<file path="config.mk">
export PLATFORM = sky130hd
export DESIGN_NAME = symbol_mapping_permuter
export DESIGN_NICKNAME = d
export VERILOG_FILES = /design/src/hw/rtl/smp_pkg.sv /design/src/hw/rtl/symbol_mapping_permuter.sv /design/src/hw/rtl/smp_front.sv /design/src/hw/rtl/smp_fifo.sv /design/src/hw/rtl/smp_back.sv
export SDC_FILE = /design/constraint.sdc
export NUM_CORES = 1
export LEC_CHECK = 0
export ABC_AREA = 1
export BUFFER_PORTS_ARGS = -buffer_cell sky130_fd_sc_hd__buf_2
export CAP_MARGIN = 20
export CORE_ASPECT_RATIO = 1.2
export CORE_MARGIN = 5
export CORE_UTILIZATION = 54
export DETAILED_ROUTE_END_ITERATION = 8
export PLACE_DENSITY = 0.72
export SYNTH_ARGS = -nofsm -noshare
export SYNTH_HDL_FRONTEND = slang
export SYNTH_SLANG_ARGS = --single-unit
</file>
<file path="constraint.sdc">
create_clock -name i_clk -period 12 [get_ports i_clk]
set_input_delay 2.4 -clock i_clk [delete_from_list [all_inputs] [get_ports i_clk]]
set_output_delay 2.4 -clock i_clk [all_outputs]
set_load 0.03 [all_outputs]
</file>
<file path="src/hw/rtl/smp_pkg.sv">
`default_nettype none

package smp_pkg;

    localparam int MAX_BPS_DEF = 4;   // default for MAX_BITS_PER_SYMBOL
    localparam int ENTRY_W     = 4;   // one mapping entry
    localparam int BIT_IDX_W   = $clog2(ENTRY_W);
    localparam int SYM_W       = 4;   // symbol index as carried in the queue
    localparam int BPS_W       = 3;
    localparam int REQ_W       = 2;
    localparam int CHAR_W      = 8;
    localparam int WORD_W      = 64;
    localparam int PERM_W      = 48;
    localparam int QUEUE_DEPTH = 2;   // power of two

    localparam logic [BPS_W-1:0]  BPS_RESET = 3'd2;
    localparam logic [CHAR_W-1:0] CHAR_ZERO = 8'h30;

    localparam logic [REQ_W-1:0] REQ_RESTART = 2'd0;
    localparam logic [REQ_W-1:0] REQ_ADVANCE = 2'd1;
    localparam logic [REQ_W-1:0] REQ_MAP     = 2'd2;
    localparam logic [REQ_W-1:0] REQ_NONE    = 2'd3;

    typedef enum logic [1:0] {
        OP_RESTART,
        OP_ADVANCE,
        OP_MAP
    } t_op;

    typedef struct packed {
        t_op              op;
        logic [SYM_W-1:0] sym;
    } t_cmd;

endpackage

`default_nettype wire

</file>
<file path="src/hw/rtl/symbol_mapping_permuter.sv">
// A restart word gives its result from the report state; a map word gives its bits
//   one per cycle while the output is not stalled (bps results).
// An advance goes through swap, n - 1 odd-even sort rounds (n = 2^bps) and report.
//   An advance with no successor reports like a restart.
// The back end takes a new request only once idle again; a 2-word queue in front.
// Reset (synchronous, active low) loads the identity mapping, index 0, bps = 2.
`default_nettype none

module symbol_mapping_permuter import smp_pkg::*; #(
    parameter int MAX_BITS_PER_SYMBOL = MAX_BPS_DEF
) (
    input  wire logic              i_clk,
    input  wire logic              i_rst_n,
    input  wire logic              i_in_valid,
    output logic                   o_in_stall,
    input  wire logic [REQ_W-1:0]  i_req_type,
    input  wire logic [CHAR_W-1:0] i_symbol_char,
    output logic                   o_out_valid,
    input  wire logic              i_out_stall,
    output logic                   o_bit_value,
    output logic                   o_last,
    output logic [WORD_W-1:0]      o_mapping_word,
    output logic                   o_gray_flag,
    output logic [PERM_W-1:0]      o_perm_number,
    output logic                   o_exhausted,
    input  wire logic              i_cfg_valid,
    output logic                   o_cfg_ready,
    input  wire logic [BPS_W-1:0]  i_cfg_data
);

    logic             w_push;
    logic             w_pop;
    logic             w_full;
    logic             w_empty;
    t_cmd             w_cmd_in;
    t_cmd             w_cmd_out;
    logic [BPS_W-1:0] w_bps;

    smp_front #(
        .MAX_BITS_PER_SYMBOL(MAX_BITS_PER_SYMBOL)
    ) u_front (
        .i_in_valid    (i_in_valid),
        .o_in_stall    (o_in_stall),
        .i_req_type    (i_req_type),
        .i_symbol_char (i_symbol_char),
        .i_bps         (w_bps),
        .i_full        (w_full),
        .o_push        (w_push),
        .o_cmd         (w_cmd_in)
    );

    smp_fifo u_fifo (
        .i_clk   (i_clk),
        .i_rst_n (i_rst_n),
        .i_push  (w_push),
        .i_data  (w_cmd_in),
        .o_full  (w_full),
        .i_pop   (w_pop),
        .o_data  (w_cmd_out),
        .o_empty (w_empty)
    );

    smp_back #(
        .MAX_BITS_PER_SYMBOL(MAX_BITS_PER_SYMBOL)
    ) u_back (
        .i_clk          (i_clk),
        .i_rst_n        (i_rst_n),
        .i_cfg_valid    (i_cfg_valid),
        .o_cfg_ready    (o_cfg_ready),
        .i_cfg_data     (i_cfg_data),
        .i_cmd          (w_cmd_out),
        .i_empty        (w_empty),
        .o_pop          (w_pop),
        .o_bps          (w_bps),
        .o_out_valid    (o_out_valid),
        .i_out_stall    (i_out_stall),
        .o_bit_value    (o_bit_value),
        .o_last         (o_last),
        .o_mapping_word (o_mapping_word),
        .o_gray_flag    (o_gray_flag),
        .o_perm_number  (o_perm_number),
        .o_exhausted    (o_exhausted)
    );

endmodule

`default_nettype wire

</file>
<file path="src/hw/rtl/smp_front.sv">
`default_nettype none

module smp_front import smp_pkg::*; #(
    parameter int MAX_BITS_PER_SYMBOL = MAX_BPS_DEF
) (
    input  wire logic              i_in_valid,
    output logic                   o_in_stall,
    input  wire logic [REQ_W-1:0]  i_req_type,
    input  wire logic [CHAR_W-1:0] i_symbol_char,
    input  wire logic [BPS_W-1:0]  i_bps,
    input  wire logic              i_full,
    output logic                   o_push,
    output t_cmd                   o_cmd
);

    localparam int IDX_W = MAX_BITS_PER_SYMBOL;

    logic [CHAR_W-1:0] w_diff;
    logic [IDX_W-1:0]  w_mask;
    logic [IDX_W-1:0]  w_sym;
    logic              w_keep;

    assign o_in_stall = i_full;

    // symbol offset wraps mod 256, then keeps only bps bits
    assign w_diff = i_symbol_char - CHAR_ZERO;
    assign w_mask = IDX_W'(((IDX_W+1)'(1) << i_bps) - (IDX_W+1)'(1));
    assign w_sym  = w_diff[IDX_W-1:0] & w_mask;

    always_comb begin
        o_cmd.op  = OP_RESTART;
        o_cmd.sym = SYM_W'(w_sym);
        w_keep    = 1'b1;
        unique case (i_req_type)
            REQ_RESTART: o_cmd.op = OP_RESTART;
            REQ_ADVANCE: o_cmd.op = OP_ADVANCE;
            REQ_MAP:     o_cmd.op = OP_MAP;
            REQ_NONE:    w_keep   = 1'b0;   // accepted and dropped
        endcase
    end

    assign o_push = i_in_valid && !i_full && w_keep;

endmodule

`default_nettype wire

</file>
<file path="src/hw/rtl/smp_fifo.sv">
`default_nettype none

module smp_fifo import smp_pkg::*; (
    input  wire logic i_clk,
    input  wire logic i_rst_n,
    input  wire logic i_push,
    input  t_cmd      i_data,
    output logic      o_full,
    input  wire logic i_pop,
    output t_cmd      o_data,
    output logic      o_empty
);

    localparam int PTR_W = (QUEUE_DEPTH > 1) ? $clog2(QUEUE_DEPTH) : 1;

    t_cmd             r_mem [QUEUE_DEPTH];
    logic [PTR_W-1:0] r_wr;
    logic [PTR_W-1:0] r_rd;
    logic [PTR_W:0]   r_count;

    assign o_full  = (r_count == (PTR_W+1)'(QUEUE_DEPTH));
    assign o_empty = (r_count == '0);
    assign o_data  = r_mem[r_rd];

    always_ff @(posedge i_clk) begin
        if (!i_rst_n) begin
            r_wr    <= '0;
            r_rd    <= '0;
            r_count <= '0;
        end else begin
            if (i_push) begin
                r_mem[r_wr] <= i_data;
                r_wr        <= r_wr + PTR_W'(1);
            end
            if (i_pop) begin
                r_rd <= r_rd + PTR_W'(1);
            end
            if (i_push && !i_pop) begin
                r_count <= r_count + (PTR_W+1)'(1);
            end else if (!i_push && i_pop) begin
                r_count <= r_count - (PTR_W+1)'(1);
            end
        end
    end

endmodule

`default_nettype wire

</file>
<file path="src/hw/rtl/smp_back.sv">
`default_nettype none

module smp_back import smp_pkg::*; #(
    parameter int MAX_BITS_PER_SYMBOL = MAX_BPS_DEF
) (
    input  wire logic              i_clk,
    input  wire logic              i_rst_n,
    input  wire logic              i_cfg_valid,
    output logic                   o_cfg_ready,
    input  wire logic [BPS_W-1:0]  i_cfg_data,
    input  t_cmd                   i_cmd,
    input  wire logic              i_empty,
    output logic                   o_pop,
    output logic [BPS_W-1:0]       o_bps,
    output logic                   o_out_valid,
    input  wire logic              i_out_stall,
    output logic                   o_bit_value,
    output logic                   o_last,
    output logic [WORD_W-1:0]      o_mapping_word,
    output logic                   o_gray_flag,
    output logic [PERM_W-1:0]      o_perm_number,
    output logic                   o_exhausted
);

    localparam int IDX_W = MAX_BITS_PER_SYMBOL;
    localparam int DEPTH = 1 << IDX_W;
    localparam logic [BPS_W-1:0] BPS_INIT =
        (BPS_RESET > BPS_W'(MAX_BITS_PER_SYMBOL)) ? BPS_W'(MAX_BITS_PER_SYMBOL) : BPS_RESET;

    typedef enum logic [2:0] {
        ST_IDLE,
        ST_SWAP,
        ST_SORT,
        ST_MAP,
        ST_REPORT
    } t_state;

    t_state               r_state;
    logic [ENTRY_W-1:0]   r_tab [DEPTH];
    logic [BPS_W-1:0]     r_bps;
    logic [PERM_W-1:0]    r_perm;
    logic                 r_done;
    logic [IDX_W-1:0]     r_piv_idx;
    logic [ENTRY_W-1:0]   r_piv_val;
    logic [IDX_W-1:0]     r_round;
    logic [ENTRY_W-1:0]   r_val;
    logic [BIT_IDX_W-1:0] r_bit_cnt;
    logic                 r_out_valid;
    logic                 r_bit_value;
    logic                 r_last;
    logic [WORD_W-1:0]    r_word;
    logic                 r_gray;
    logic [PERM_W-1:0]    r_perm_out;
    logic                 r_exh;

    logic [ENTRY_W-1:0]   n_tab_sorted [DEPTH];
    logic [IDX_W:0]       w_n;
    logic [DEPTH-1:0]     w_active;
    logic                 w_i_found;
    logic [IDX_W-1:0]     w_i_idx;
    logic [IDX_W-1:0]     w_j_idx;
    logic [ENTRY_W-1:0]   w_j_val;
    logic                 w_last_round;
    logic [WORD_W-1:0]    w_word;
    logic                 w_gray;
    logic                 w_out_free;
    logic                 w_cfg_we;
    logic [BPS_W-1:0]     w_cfg_bps;

    assign o_bps       = r_bps;
    assign o_cfg_ready = (r_state == ST_IDLE);
    assign w_cfg_we    = i_cfg_valid && o_cfg_ready;
    assign o_pop       = (r_state == ST_IDLE) && !i_empty && !w_cfg_we;
    assign w_out_free  = !r_out_valid || !i_out_stall;

    always_comb begin
        if (i_cfg_data == '0) begin
            w_cfg_bps = BPS_W'(1);
        end else if (i_cfg_data > BPS_W'(MAX_BITS_PER_SYMBOL)) begin
            w_cfg_bps = BPS_W'(MAX_BITS_PER_SYMBOL);
        end else begin
            w_cfg_bps = i_cfg_data;
        end
    end

    assign w_n = (IDX_W+1)'(1) << r_bps;

    always_comb begin
        for (int k = 0; k < DEPTH; k++) begin
            w_active[k] = ((IDX_W+1)'(k) < w_n);
        end
    end

    // pivot: rightmost ascent inside the active entries
    always_comb begin
        w_i_found = 1'b0;
        w_i_idx   = '0;
        for (int k = 0; k < DEPTH - 1; k++) begin
            if (w_active[k+1] && (r_tab[k] < r_tab[k+1])) begin
                w_i_found = 1'b1;
                w_i_idx   = IDX_W'(k);
            end
        end
    end

    // rightmost entry past the pivot that is larger than it
    always_comb begin
        w_j_idx = '0;
        for (int k = 0; k < DEPTH; k++) begin
            if (w_active[k] && (IDX_W'(k) > r_piv_idx) && (r_tab[k] > r_piv_val)) begin
                w_j_idx = IDX_W'(k);
            end
        end
    end

    assign w_j_val = r_tab[w_j_idx];

    // one odd-even transposition round over the suffix after the pivot
    always_comb begin
        for (int k = 0; k < DEPTH; k++) begin
            n_tab_sorted[k] = r_tab[k];
        end
        for (int k = 0; k < DEPTH - 1; k++) begin
            if ((1'(k) == r_round[0]) && (IDX_W'(k) > r_piv_idx) && w_active[k+1]
                && (r_tab[k] > r_tab[k+1])) begin
                n_tab_sorted[k]   = r_tab[k+1];
                n_tab_sorted[k+1] = r_tab[k];
            end
        end
    end

    assign w_last_round = (r_round == IDX_W'(w_n - (IDX_W+1)'(2)));

    always_comb begin
        logic [ENTRY_W-1:0] x;
        w_word = '0;
        w_gray = 1'b1;
        x      = '0;
        for (int k = 0; k < DEPTH; k++) begin
            if (w_active[k]) begin
                w_word[ENTRY_W*k +: ENTRY_W] = r_tab[k];
            end
        end
        for (int k = 1; k < DEPTH; k++) begin
            x = r_tab[k] ^ r_tab[k-1];
            if (w_active[k] && ((x == '0) || ((x & (x - ENTRY_W'(1))) != '0))) begin
                w_gray = 1'b0;
            end
        end
    end

    always_ff @(posedge i_clk) begin
        if (!i_rst_n) begin
            r_state     <= ST_IDLE;
            r_out_valid <= 1'b0;
            r_bps       <= BPS_INIT;
            r_perm      <= '0;
            r_done      <= 1'b0;
            for (int k = 0; k < DEPTH; k++) begin
                r_tab[k] <= ENTRY_W'(k);
            end
        end else begin
            if (r_out_valid && !i_out_stall) begin
                r_out_valid <= 1'b0;
            end

            if (w_cfg_we) begin
                r_bps  <= w_cfg_bps;
                r_perm <= '0;
                r_done <= 1'b0;
                for (int k = 0; k < DEPTH; k++) begin
                    r_tab[k] <= ENTRY_W'(k);
                end
            end

            unique case (r_state)
                ST_IDLE: begin
                    if (o_pop) begin
                        unique case (i_cmd.op)
                            OP_RESTART: begin
                                r_perm  <= '0;
                                r_done  <= 1'b0;
                                for (int k = 0; k < DEPTH; k++) begin
                                    r_tab[k] <= ENTRY_W'(k);
                                end
                                r_state <= ST_REPORT;
                            end
                            OP_ADVANCE: begin
                                if (r_done) begin
                                    r_state <= ST_REPORT;
                                end else if (!w_i_found) begin
                                    r_done  <= 1'b1;
                                    r_state <= ST_REPORT;
                                end else begin
                                    r_piv_idx <= w_i_idx;
                                    r_piv_val <= r_tab[w_i_idx];
                                    r_state   <= ST_SWAP;
                                end
                            end
                            OP_MAP: begin
                                r_val     <= r_tab[i_cmd.sym[IDX_W-1:0]];
                                r_bit_cnt <= BIT_IDX_W'(r_bps - BPS_W'(1));
                                r_state   <= ST_MAP;
                            end
                            default: r_state <= ST_IDLE;
                        endcase
                    end
                end
                ST_SWAP: begin
                    r_tab[r_piv_idx] <= w_j_val;
                    r_tab[w_j_idx]   <= r_piv_val;
                    r_perm           <= r_perm + PERM_W'(1);
                    r_round          <= '0;
                    r_state          <= ST_SORT;
                end
                ST_SORT: begin
                    r_tab   <= n_tab_sorted;
                    r_round <= r_round + IDX_W'(1);
                    if (w_last_round) begin
                        r_state <= ST_REPORT;
                    end
                end
                ST_MAP: begin
                    if (w_out_free) begin
                        r_out_valid <= 1'b1;
                        r_bit_value <= r_val[r_bit_cnt];
                        r_last      <= (r_bit_cnt == '0);
                        r_word      <= w_word;
                        r_gray      <= w_gray;
                        r_perm_out  <= r_perm;
                        r_exh       <= r_done;
                        if (r_bit_cnt == '0) begin
                            r_state <= ST_IDLE;
                        end else begin
                            r_bit_cnt <= r_bit_cnt - BIT_IDX_W'(1);
                        end
                    end
                end
                ST_REPORT: begin
                    if (w_out_free) begin
                        r_out_valid <= 1'b1;
                        r_bit_value <= 1'b0;
                        r_last      <= 1'b1;
                        r_word      <= w_word;
                        r_gray      <= w_gray;
                        r_perm_out  <= r_perm;
                        r_exh       <= r_done;
                        r_state     <= ST_IDLE;
                    end
                end
                default: r_state <= ST_IDLE;
            endcase
        end
    end

    assign o_out_valid    = r_out_valid;
    assign o_bit_value    = r_bit_value;
    assign o_last         = r_last;
    assign o_mapping_word = r_word;
    assign o_gray_flag    = r_gray;
    assign o_perm_number  = r_perm_out;
    assign o_exhausted    = r_exh;

endmodule

`default_nettype wire

</file>
# Word-level counts from Yosys, hierarchy flattened
# Memory sizes are Yosys's and may differ from the RTL's. A register that Yosys moved wholly into a read port is not among the register bits.
# Index checks and enable logic that the tools add are counted.
# classes
n_addsub	26
n_mul	0
div_mod_pow	0
magnitude_cmp	85
eq_ne	34
shifts	1
mux	127
bitwise_logic	37
reduce_logical	186
# ops
cell	count
$mux W64	4
$pmux W64 S3	1
$mux W48	3
$bwmux W64	2
$gt A4 B4 Y1	30
$mux W8	15
$logic_and A1 B1 Y1	115
$pmux W48 S2	1
$mux W4	23
$and A4 B4 Y4	16
$sub A4 B1 Y4 const B	16
$logic_not A4 Y1	15
$lt A4 B4 Y1	15
$reduce_bool A4 Y1	15
$xor A4 B4 Y4	15
$mux W3	17
$add A48 B1 Y48 const B	1
$bmux W4 S4	3
$ne A3 B1 Y1 const B	14
$lt A4 B5 Y1 const A	8
$mux W1	37
$demux W4 S4	2
$gt A4 B4 Y1 const A	8
$ge A5 B5 Y1 const B	4
other kinds (44)	116
# totals
regBits	258
latch_bits	0
ramBits	12
rom_bits	0
in_bits	18
out_inout_bits	119
word_cells	547
memories	1
# mem_list
memory	words	word_bits	rd	rd_clocked_by_memory_dff	wr	line	text
u_fifo.r_mem	2	6	1	1	1	smp_fifo.sv:16	t_cmd r_mem [QUEUE_DEPTH];

# Depth between registers and ports, before layout
# Gate-level depths: netlist of the first run.
# depth
word_depth	26
depth_mapped	36
ltp_nobuf	33

# Hierarchy
# From an unflattened synthesis of the first run, not the netlist that was laid out.
# hier_totals
cells_unflattened	3170
hier_area_um2	21210.3
# by_module_without_submodules
mod	n_inst	cells_per_inst	area_each_um2	seq_area_each_um2
smp_back	1	3095	20430.8	6426.2
smp_fifo	1	53	666.9	460.4
smp_front	1	22	112.6	0.0

# Worst setup path after synthesis of the first run
# No wires, ideal clock.
# synth_path
path_type	input port to flip-flop
start	input i_rst_n
end	register u_back.r_exh (netlist: u_back.o_exhausted), enable pin
setup_ns	0.589
arrival_time_ns	7.731
required_ns	11.411
setup_slack_ns	3.681
cell_stages	4
n_path_buf	2
cell_sequence	clkbuf_1 clkbuf_1 nand2_1 nor2_1
# synth_between
elab_chain_cells	1
# synth_lines
element	line	text
start: declaration	symbol_mapping_permuter.sv:13	input wire logic i_rst_n,
$reduce_and A3 Y1 (no line)	--	
end signal: assignment	smp_back.sv:231	r_exh <= r_done;
end signal: assignment	smp_back.sv:247	r_exh <= r_done;
end: declaration	smp_back.sv:54	logic r_exh;
# Every way passes these cells.
# A chain may end at the register's enable or synchronous reset.

# Worst setup path after layout of the first run
# layout_path
start	register u_back.r_piv_val[3]
end	register u_back.r_tab[22] (netlist bit)
# layout_between
elab_chain_cells	24
word_cells_on_any_way	57
cone_classes	order compare (17); mux (23); bitwise (1); reduce/logical (16)
# layout_lines
element	line	text
start: declaration	smp_back.sv:44	logic [ENTRY_W-1:0] r_piv_val;
start signal: assignment	smp_back.sv:196	r_piv_val <= r_tab[w_i_idx];
$gt A4 B4 Y1	smp_back.sv:110	if (w_active[k] && (IDX_W'(k) > r_piv_idx) && (r_tab[k] > r_piv_val)) begin
$logic_and A1 B1 Y1	smp_back.sv:110	
$mux W1	smp_back.sv:110	
$mux W2 (2 in series)	smp_back.sv:110	
$mux W3 (4 in series)	smp_back.sv:110	
$mux W4 (7 in series)	smp_back.sv:110	
$mux W4 (*)	smp_back.sv:110	
$not A4 Y5 (implied by the code) (*)	smp_back.sv:116, smp_back.sv:211	
$ge A5 B5 Y1 (implied by the code) (tied with other cells)	smp_back.sv:211	r_tab[w_j_idx] <= r_piv_val;
$logic_and A1 B1 Y1 (implied by the code) or $mux W4 (tied branches)	smp_back.sv:211, smp_back.sv:116	
$mux W4, on equally long branches	smp_back.sv:211, smp_back.sv:116	
$demux W4 S4 or $bwmux W64 (tied branches)	smp_back.sv:211, smp_back.sv:210	
$bwmux W64 (*)	smp_back.sv:211	
$pmux W64 S3 (*)	smp_back.sv:176	unique case (r_state)
end signal: indexed assignment	smp_back.sv:210	r_tab[r_piv_idx] <= w_j_val;
end signal: indexed assignment	smp_back.sv:211	
end signal: assignment	smp_back.sv:217	r_tab <= n_tab_sorted;
end: declaration	smp_back.sv:39	logic [ENTRY_W-1:0] r_tab [DEPTH];
# Every way passes the cells marked *; elsewhere a longest branch is shown, timed or not. The select of a mux whose other input is x is not followed.

==> metrics.cfg, run 1 <==
[setup_path]
crit_slowest_cell=nor2_4
critPathKind=flop to flop
path_cells=clkinv_1 -> buf_4 -> ha_1 -> nand2_1 -> o21ai_0 -> o21ai_0 -> nor2_1 -> clkinv_1 -> nand2_4 -> nand2_4 -> nand4_1 -> nor2_1 -> nor2_1 -> nand2_1 -> nor2_4 -> nand2_1 -> nand2_1 -> nand2_1 -> nand2_1 -> nand2_1 -> a21oi_1
crit_arrival_ns=6.70
worstPathRequired_ns=12.50
cp_max_fo=21
worst_path_most_repeated_cell=nand2_1
startpoint_type=flop
slowest_delay_ns=0.73
end_kind=flop

[global_route]
grtUsageTotal=0.350
grt_overflow=0
grt_pass1_wl_um=117000
grt_pass1_vias=21366
antenna_found_initial=0
grt_max_degree=74

[clock_tree]
cts_buffers=31
clk_latency_ns=0.61
htree_levels=1
ctsHoldBuffers=0
ctsLongestPathBuffers=3
path_clk_slew_ns=0.06
postCtsResizedCells=0
cts_sinks=271
cts_tree=done
clock-root-buffer=clkbuf_16
postCtsSetupBuffers=0

[yosys]
syn-num-nets=3193
synth_ff_type=edfxtp_1
synth_area_per_cell_um2=6.76
yosysTopAreaCellShare=0.212
ys_ff_latch=271
yosys.area.top_type=edfxtp_1
synth_warnings=0
async_reset_ff_frac=0
synth_edf_count=146
synth.top_cells.by_area=edfxtp_1 (21%), nand2_1 (13%), dfxtp_1 (12%)
synth_cell_type_count=64
syn_inst=3051
seq_area_frac_synth=0.334
synthesis.area_um2=20600

[sta]
grt_setup_unrepaired=false
setup_slack_ns=5.80
max_freq_mhz=161
tightest_slew_ns=1.21
setup_viol=0
setup_tns_ns=0
hold_viol=0
whs_ns=0.431
period_needed_ns=6.20
slew_viol_final=0
skew_ns=0.0334
maxSlewHeadroom=0.190
finalCritPeriodShare=0.516

[floorplanning]
die_h_um=224
start_util=0.546
chipWidth_um=188
fp.dieArea_um2=42200
rows=78
core_area_um2=37800
ios=137

[power_and_ir_drop]
sw_frac_of_total=0.550
power.switching_mw=3.44
internal-power_mw=2.81
p_per_area_nw_per_um2=277
clkPwrFrac=0.144
pwr-share-seq=0.228
peakVddDrop_v=0.000170
p_leak_nw=10.5
power_frac_comb=0.627

[placement]
dp_slack_ns=6.16
place_congestion=1.05
port_buffers=132
dp_hpwl_um=54200

[cells_and_area]
diodes=0
final_common_cell=nand2_1
drive_gt1_frac=0.0838
final.fill_count=3614
multi_input_comb_area_um2=11600
regArea_um2=6890
final_nets=3268
final_util=0.598
final_cell_mix=nand2_1 (738), inv_1 (422), o21ai_0 (293)
area_growth_pct=9.51

[detailed_routing]
drt_wl_total_um=78000
vias=22677
initialDrtViolationCount=3002
dr.pass1.iters=7
wl_per_cell_um=21.5
vias_per_cell=6.25
route.detailed.drc=0
antenna_left=0

[run_status]
status=complete, no violations

[flow_run]
drv_cap=0

[min_path]
hold_path.class=flop to flop

## power groups by stage
stage          clock network, mW  logic [mW]  registers (mW)
2_1_floorplan                  0        2.59            1.43
3_3_place_gp                   0        3.65            1.43
3_5_place_dp                   0        3.74            1.43
4_1_cts                    0.918        3.76            1.41
5_1_grt                    0.955        4.23            1.43
6_report                   0.903        3.92            1.43
## layer usage
layer,track usage,wire (um),up-vias
met2,0.575,34800,1518
met1,0.419,28000,10272
met3,0.0655,8880,451
li1,-,-,10436
met5,0,0,-
met4,0.235,6420,0
## synth_stat cells (all sizes together) (15+ instances only)
| master | count |
|---|---|
| a211oi | 15 |
| a21oi | 293 |
| a221oi | 23 |
| a31oi | 24 |
| buf | 27 |
| clkbuf | 91 |
| dfxtp | 125 |
| edfxtp | 146 |
| ha | 124 |
| inv | 435 |
| nand2 | 748 |
| nand3 | 176 |
| nand4 | 50 |
| nor2 | 272 |
| nor3 | 40 |
| o211ai | 30 |
| o21ai | 297 |
| o21bai | 15 |
## worst max-delay path, delay by kind of cell (launching register included)
| kind | cells | cell delay (ns) |
|---|---|---|
| AND/OR/NAND/NOR | 14 | 3.06 |
| flip-flops | 1 | 0.64 |
| adder cells (fa/ha/maj) | 1 | 0.37 |
| buffers and inverters | 3 | 1.51 |
| AO/OA/AOI/OAI | 3 | 0.45 |
## path summary, 6_finish.rpt
path,from,endpoint,slack [ns],cells past startpoint
max reg2reg,u_back.r_piv_val[3],u_back.r_tab[22],5.80,21
min reg2reg,u_back.r_perm[3],u_back.o_perm_number[3],0.43,0
min,u_back.r_perm[3],u_back.o_perm_number[3],0.43,0
max,u_back.r_piv_val[3],u_back.r_tab[22],5.80,21
## stage by stage
| stage | cells | instance area, um^2 | total power, mW |
|---|---|---|---|
| 2_1_floorplan | 3051 | 20600 | 4.02 |
| 4_1_cts | 3630 | 22600 | 6.09 |
| 6_report | 3631 | 22600 | 6.25 |
| 5_1_grt | 3631 | 22600 | 6.62 |
| 3_3_place_gp | 3572 | 21600 | 5.08 |
| 3_5_place_dp | 3572 | 21600 | 5.18 |
## cell families after synthesis
logic type / Yosys count / synth area share
AO/OA/AOI/OAI: 756 / 0.207
AND/OR/NAND/NOR: 1325 / 0.274
flip-flops: 271 / 0.334
buffers and inverters: 564 / 0.106
XOR/XNOR: 9 / 0.00382
adder cells (fa/ha/maj): 124 / 0.0752
multiplexers: 2 / 0.00109
## sequential cells by signal, indices dropped and copies added (netlist names), 2 cells and up, named ones only
register,count
u_back.o_mapping_word,64
u_back.r_tab,64
u_back.o_perm_number,48
u_back.r_perm,48
u_fifo.r_mem,12
u_back.r_piv_idx,4
u_back.r_piv_val,4
u_back.r_round,4
u_back.r_val,4
u_back.o_bps,3
u_back.r_state,3
u_back.r_bit_cnt,2
u_fifo.r_count,2
## cell type report
| class | instances | area share |
|---|---|---|
| clock inverter | 20 | 0.00637 |
| inverter | 446 | 0.0742 |
| sequential | 271 | 0.305 |
| tap | 480 | 0.0266 |
| clock buffer | 38 | 0.0359 |
| timing repair buffer | 160 | 0.0391 |
| multi-input combinational | 2216 | 0.513 |
Power figures use the tool's default switching activity.
==> run 2, diff against run 1 <==
PLACE_DENSITY = 0.75   (was 0.72)
clock period = 5.7 ns   (was 12 ns; I/O delays follow)
==> metrics.cfg, run 2 (synthesis results as in run 1) <==
[run_status]
status=complete, no violations  ; unchanged

[floorplanning]
start_util=0.546  ; unchanged
chipWidth_um=188  ; unchanged
ios=137  ; unchanged
die_h_um=224  ; unchanged
rows=78  ; unchanged
core_area_um2=37800  ; unchanged
fp.dieArea_um2=42200  ; unchanged

[detailed_routing]
wl_per_cell_um=22.2  ; was 21.5 um
vias_per_cell=6.21  ; was 6.25
initialDrtViolationCount=2792  ; was 3002
drt_wl_total_um=81500  ; was 78000 um
route.detailed.drc=0  ; unchanged
vias=22795  ; was 22677
antenna_left=0  ; unchanged
dr.pass1.iters=8  ; was 7

[placement]
dp_hpwl_um=57700  ; was 54200 um
port_buffers=132  ; unchanged
placedInstanceArea_um2=22000  ; was 21600 um^2
place_congestion=0.990  ; was 1.05

[clock_tree]
clk_latency_ns=0.59  ; was 0.61 ns
ctsHoldBuffers=0  ; unchanged
clock-root-buffer=clkbuf_16  ; unchanged
postCtsResizedCells=0  ; unchanged
cts_sinks=271  ; unchanged
path_clk_slew_ns=0.06  ; about the same
htree_levels=1  ; unchanged
cts_tree=done  ; unchanged
ctsLongestPathBuffers=3  ; unchanged
cts_buffers=28  ; was 31
postCtsSetupBuffers=0  ; unchanged

[flow_run]
drv_cap=0  ; unchanged

[min_path]
hp-start=u_back.r_perm[3]  ; unchanged
hold_path.class=flop to flop  ; unchanged

[sta]
finalCritPeriodShare=0.866  ; was 0.516
setup_tns_ns=0  ; unchanged
skew_ns=0.0206  ; was 0.0334 ns
max_freq_mhz=203  ; was 161 MHz
maxSlewHeadroom=0.168  ; was 0.190
tightest_slew_ns=1.25  ; was 1.21 ns
setup_viol=0  ; unchanged
slew_viol_final=0  ; unchanged
hold_viol=0  ; unchanged
grt_setup_unrepaired=false  ; unchanged
period_needed_ns=4.93  ; was 6.20 ns

[global_route]
antenna_found_initial=1  ; was 0
grtUsageTotal=0.369  ; was 0.350
grt_overflow=0  ; unchanged
grt_pass1_vias=21476  ; was 21366
grt_max_degree=115  ; was 74
grt_pass1_wl_um=122000  ; was 117000 um

[cells_and_area]
final_cell_mix=nand2_1 (738), inv_1 (423), o21ai_0 (293)  ; was nand2_1 (738), inv_1 (422), o21ai_0 (293)
final_nets=3309  ; was 3268
final_common_cell=nand2_1  ; unchanged
drive_gt1_frac=0.0950  ; was 0.0838
diodes=0  ; unchanged
design_area_um2=23100  ; was 22600 um^2
area_growth_pct=11.9  ; was 9.51%

[setup_path]
end_kind=flop  ; unchanged
startpoint_type=flop  ; unchanged
rr_startpoint=u_back.o_bps[0]  ; was u_back.r_piv_val[3]
critPathKind=flop to flop  ; unchanged
worstPathRequired_ns=6.14  ; was 12.50 ns
slowest_delay_ns=0.57  ; was 0.73 ns
worst_path_most_repeated_cell=nand2_1  ; unchanged
crit_arrival_ns=5.37  ; was 6.70 ns
cp_max_fo=33  ; was 21
regToRegSetupSlack_ns=0.77  ; was 5.80 ns
crit_start=u_back.o_bps[0]  ; was u_back.r_piv_val[3]
crit_slowest_cell=o21ai_4  ; was nor2_4

[power_and_ir_drop]
p_per_area_nw_per_um2=603  ; was 277 nW/um^2
p_leak_nw=10.8  ; was 10.5 nW
peakVddDrop_v=0.000460  ; was 0.000170 V

run 2: final timing paths:
check                                 end  cells after the start
hold / removal    u_back.o_perm_number[3]                      0
hold reg to reg   u_back.o_perm_number[3]                      0
setup / recovery          u_back.r_tab[2]                     25
setup reg to reg          u_back.r_tab[2]                     25
run 2: per-layer routing:
layer | vias to the layer above | global-route usage | part of all wire
met5 | - | 0 | 0.00028
met4 | 4 | 0.249 | 0.081
met3 | 442 | 0.0695 | 0.11
met2 | 1457 | 0.603 | 0.45
met1 | 10369 | 0.442 | 0.37
li1 | 10523 | - | -
run 2: layout make-up:
type | count | area (um^2)
clock inverter | 12 | 220
timing repair buffer | 204 | 1300
sequential | 271 | 6890
fill | 3518 | 14700
multi-input combinational | 2216 | 11600
clock buffer | 40 | 817
tap | 480 | 601
inverter | 446 | 1680
run 2: worst max-delay path: cells and delay by family, from the launching register on:
family	cells	cell delay, ns
fa+ha+maj	1	0.35
buf+inv	5	1.06
flops	1	0.51
simple gates	16	1.98
compound gates	3	0.83
run 2: through the flow:
step	std cells	util	hold slack, ns	setup WS (ns)	power [mW]
final	3669	0.611	0.433	0.765	13.9
after global routing	3669	0.611	0.458	0.424	14.7
after CTS	3668	0.611	0.436	0.880	13.6
after detailed placement	3616	0.583	0.427	0.955	11.5
after global placement	3616	0.583	0.418	0.936	11.3
after floorplan	3051	-	0.408	0.549	8.46
run 2: power breakdown:
part | internal, mW | leakage (nW) | switching, mW
logic | 2.76 | 7.90 | 6.07
registers | 2.49 | 2.38 | 0.522
clock network | 1.27 | 0.505 | 0.821
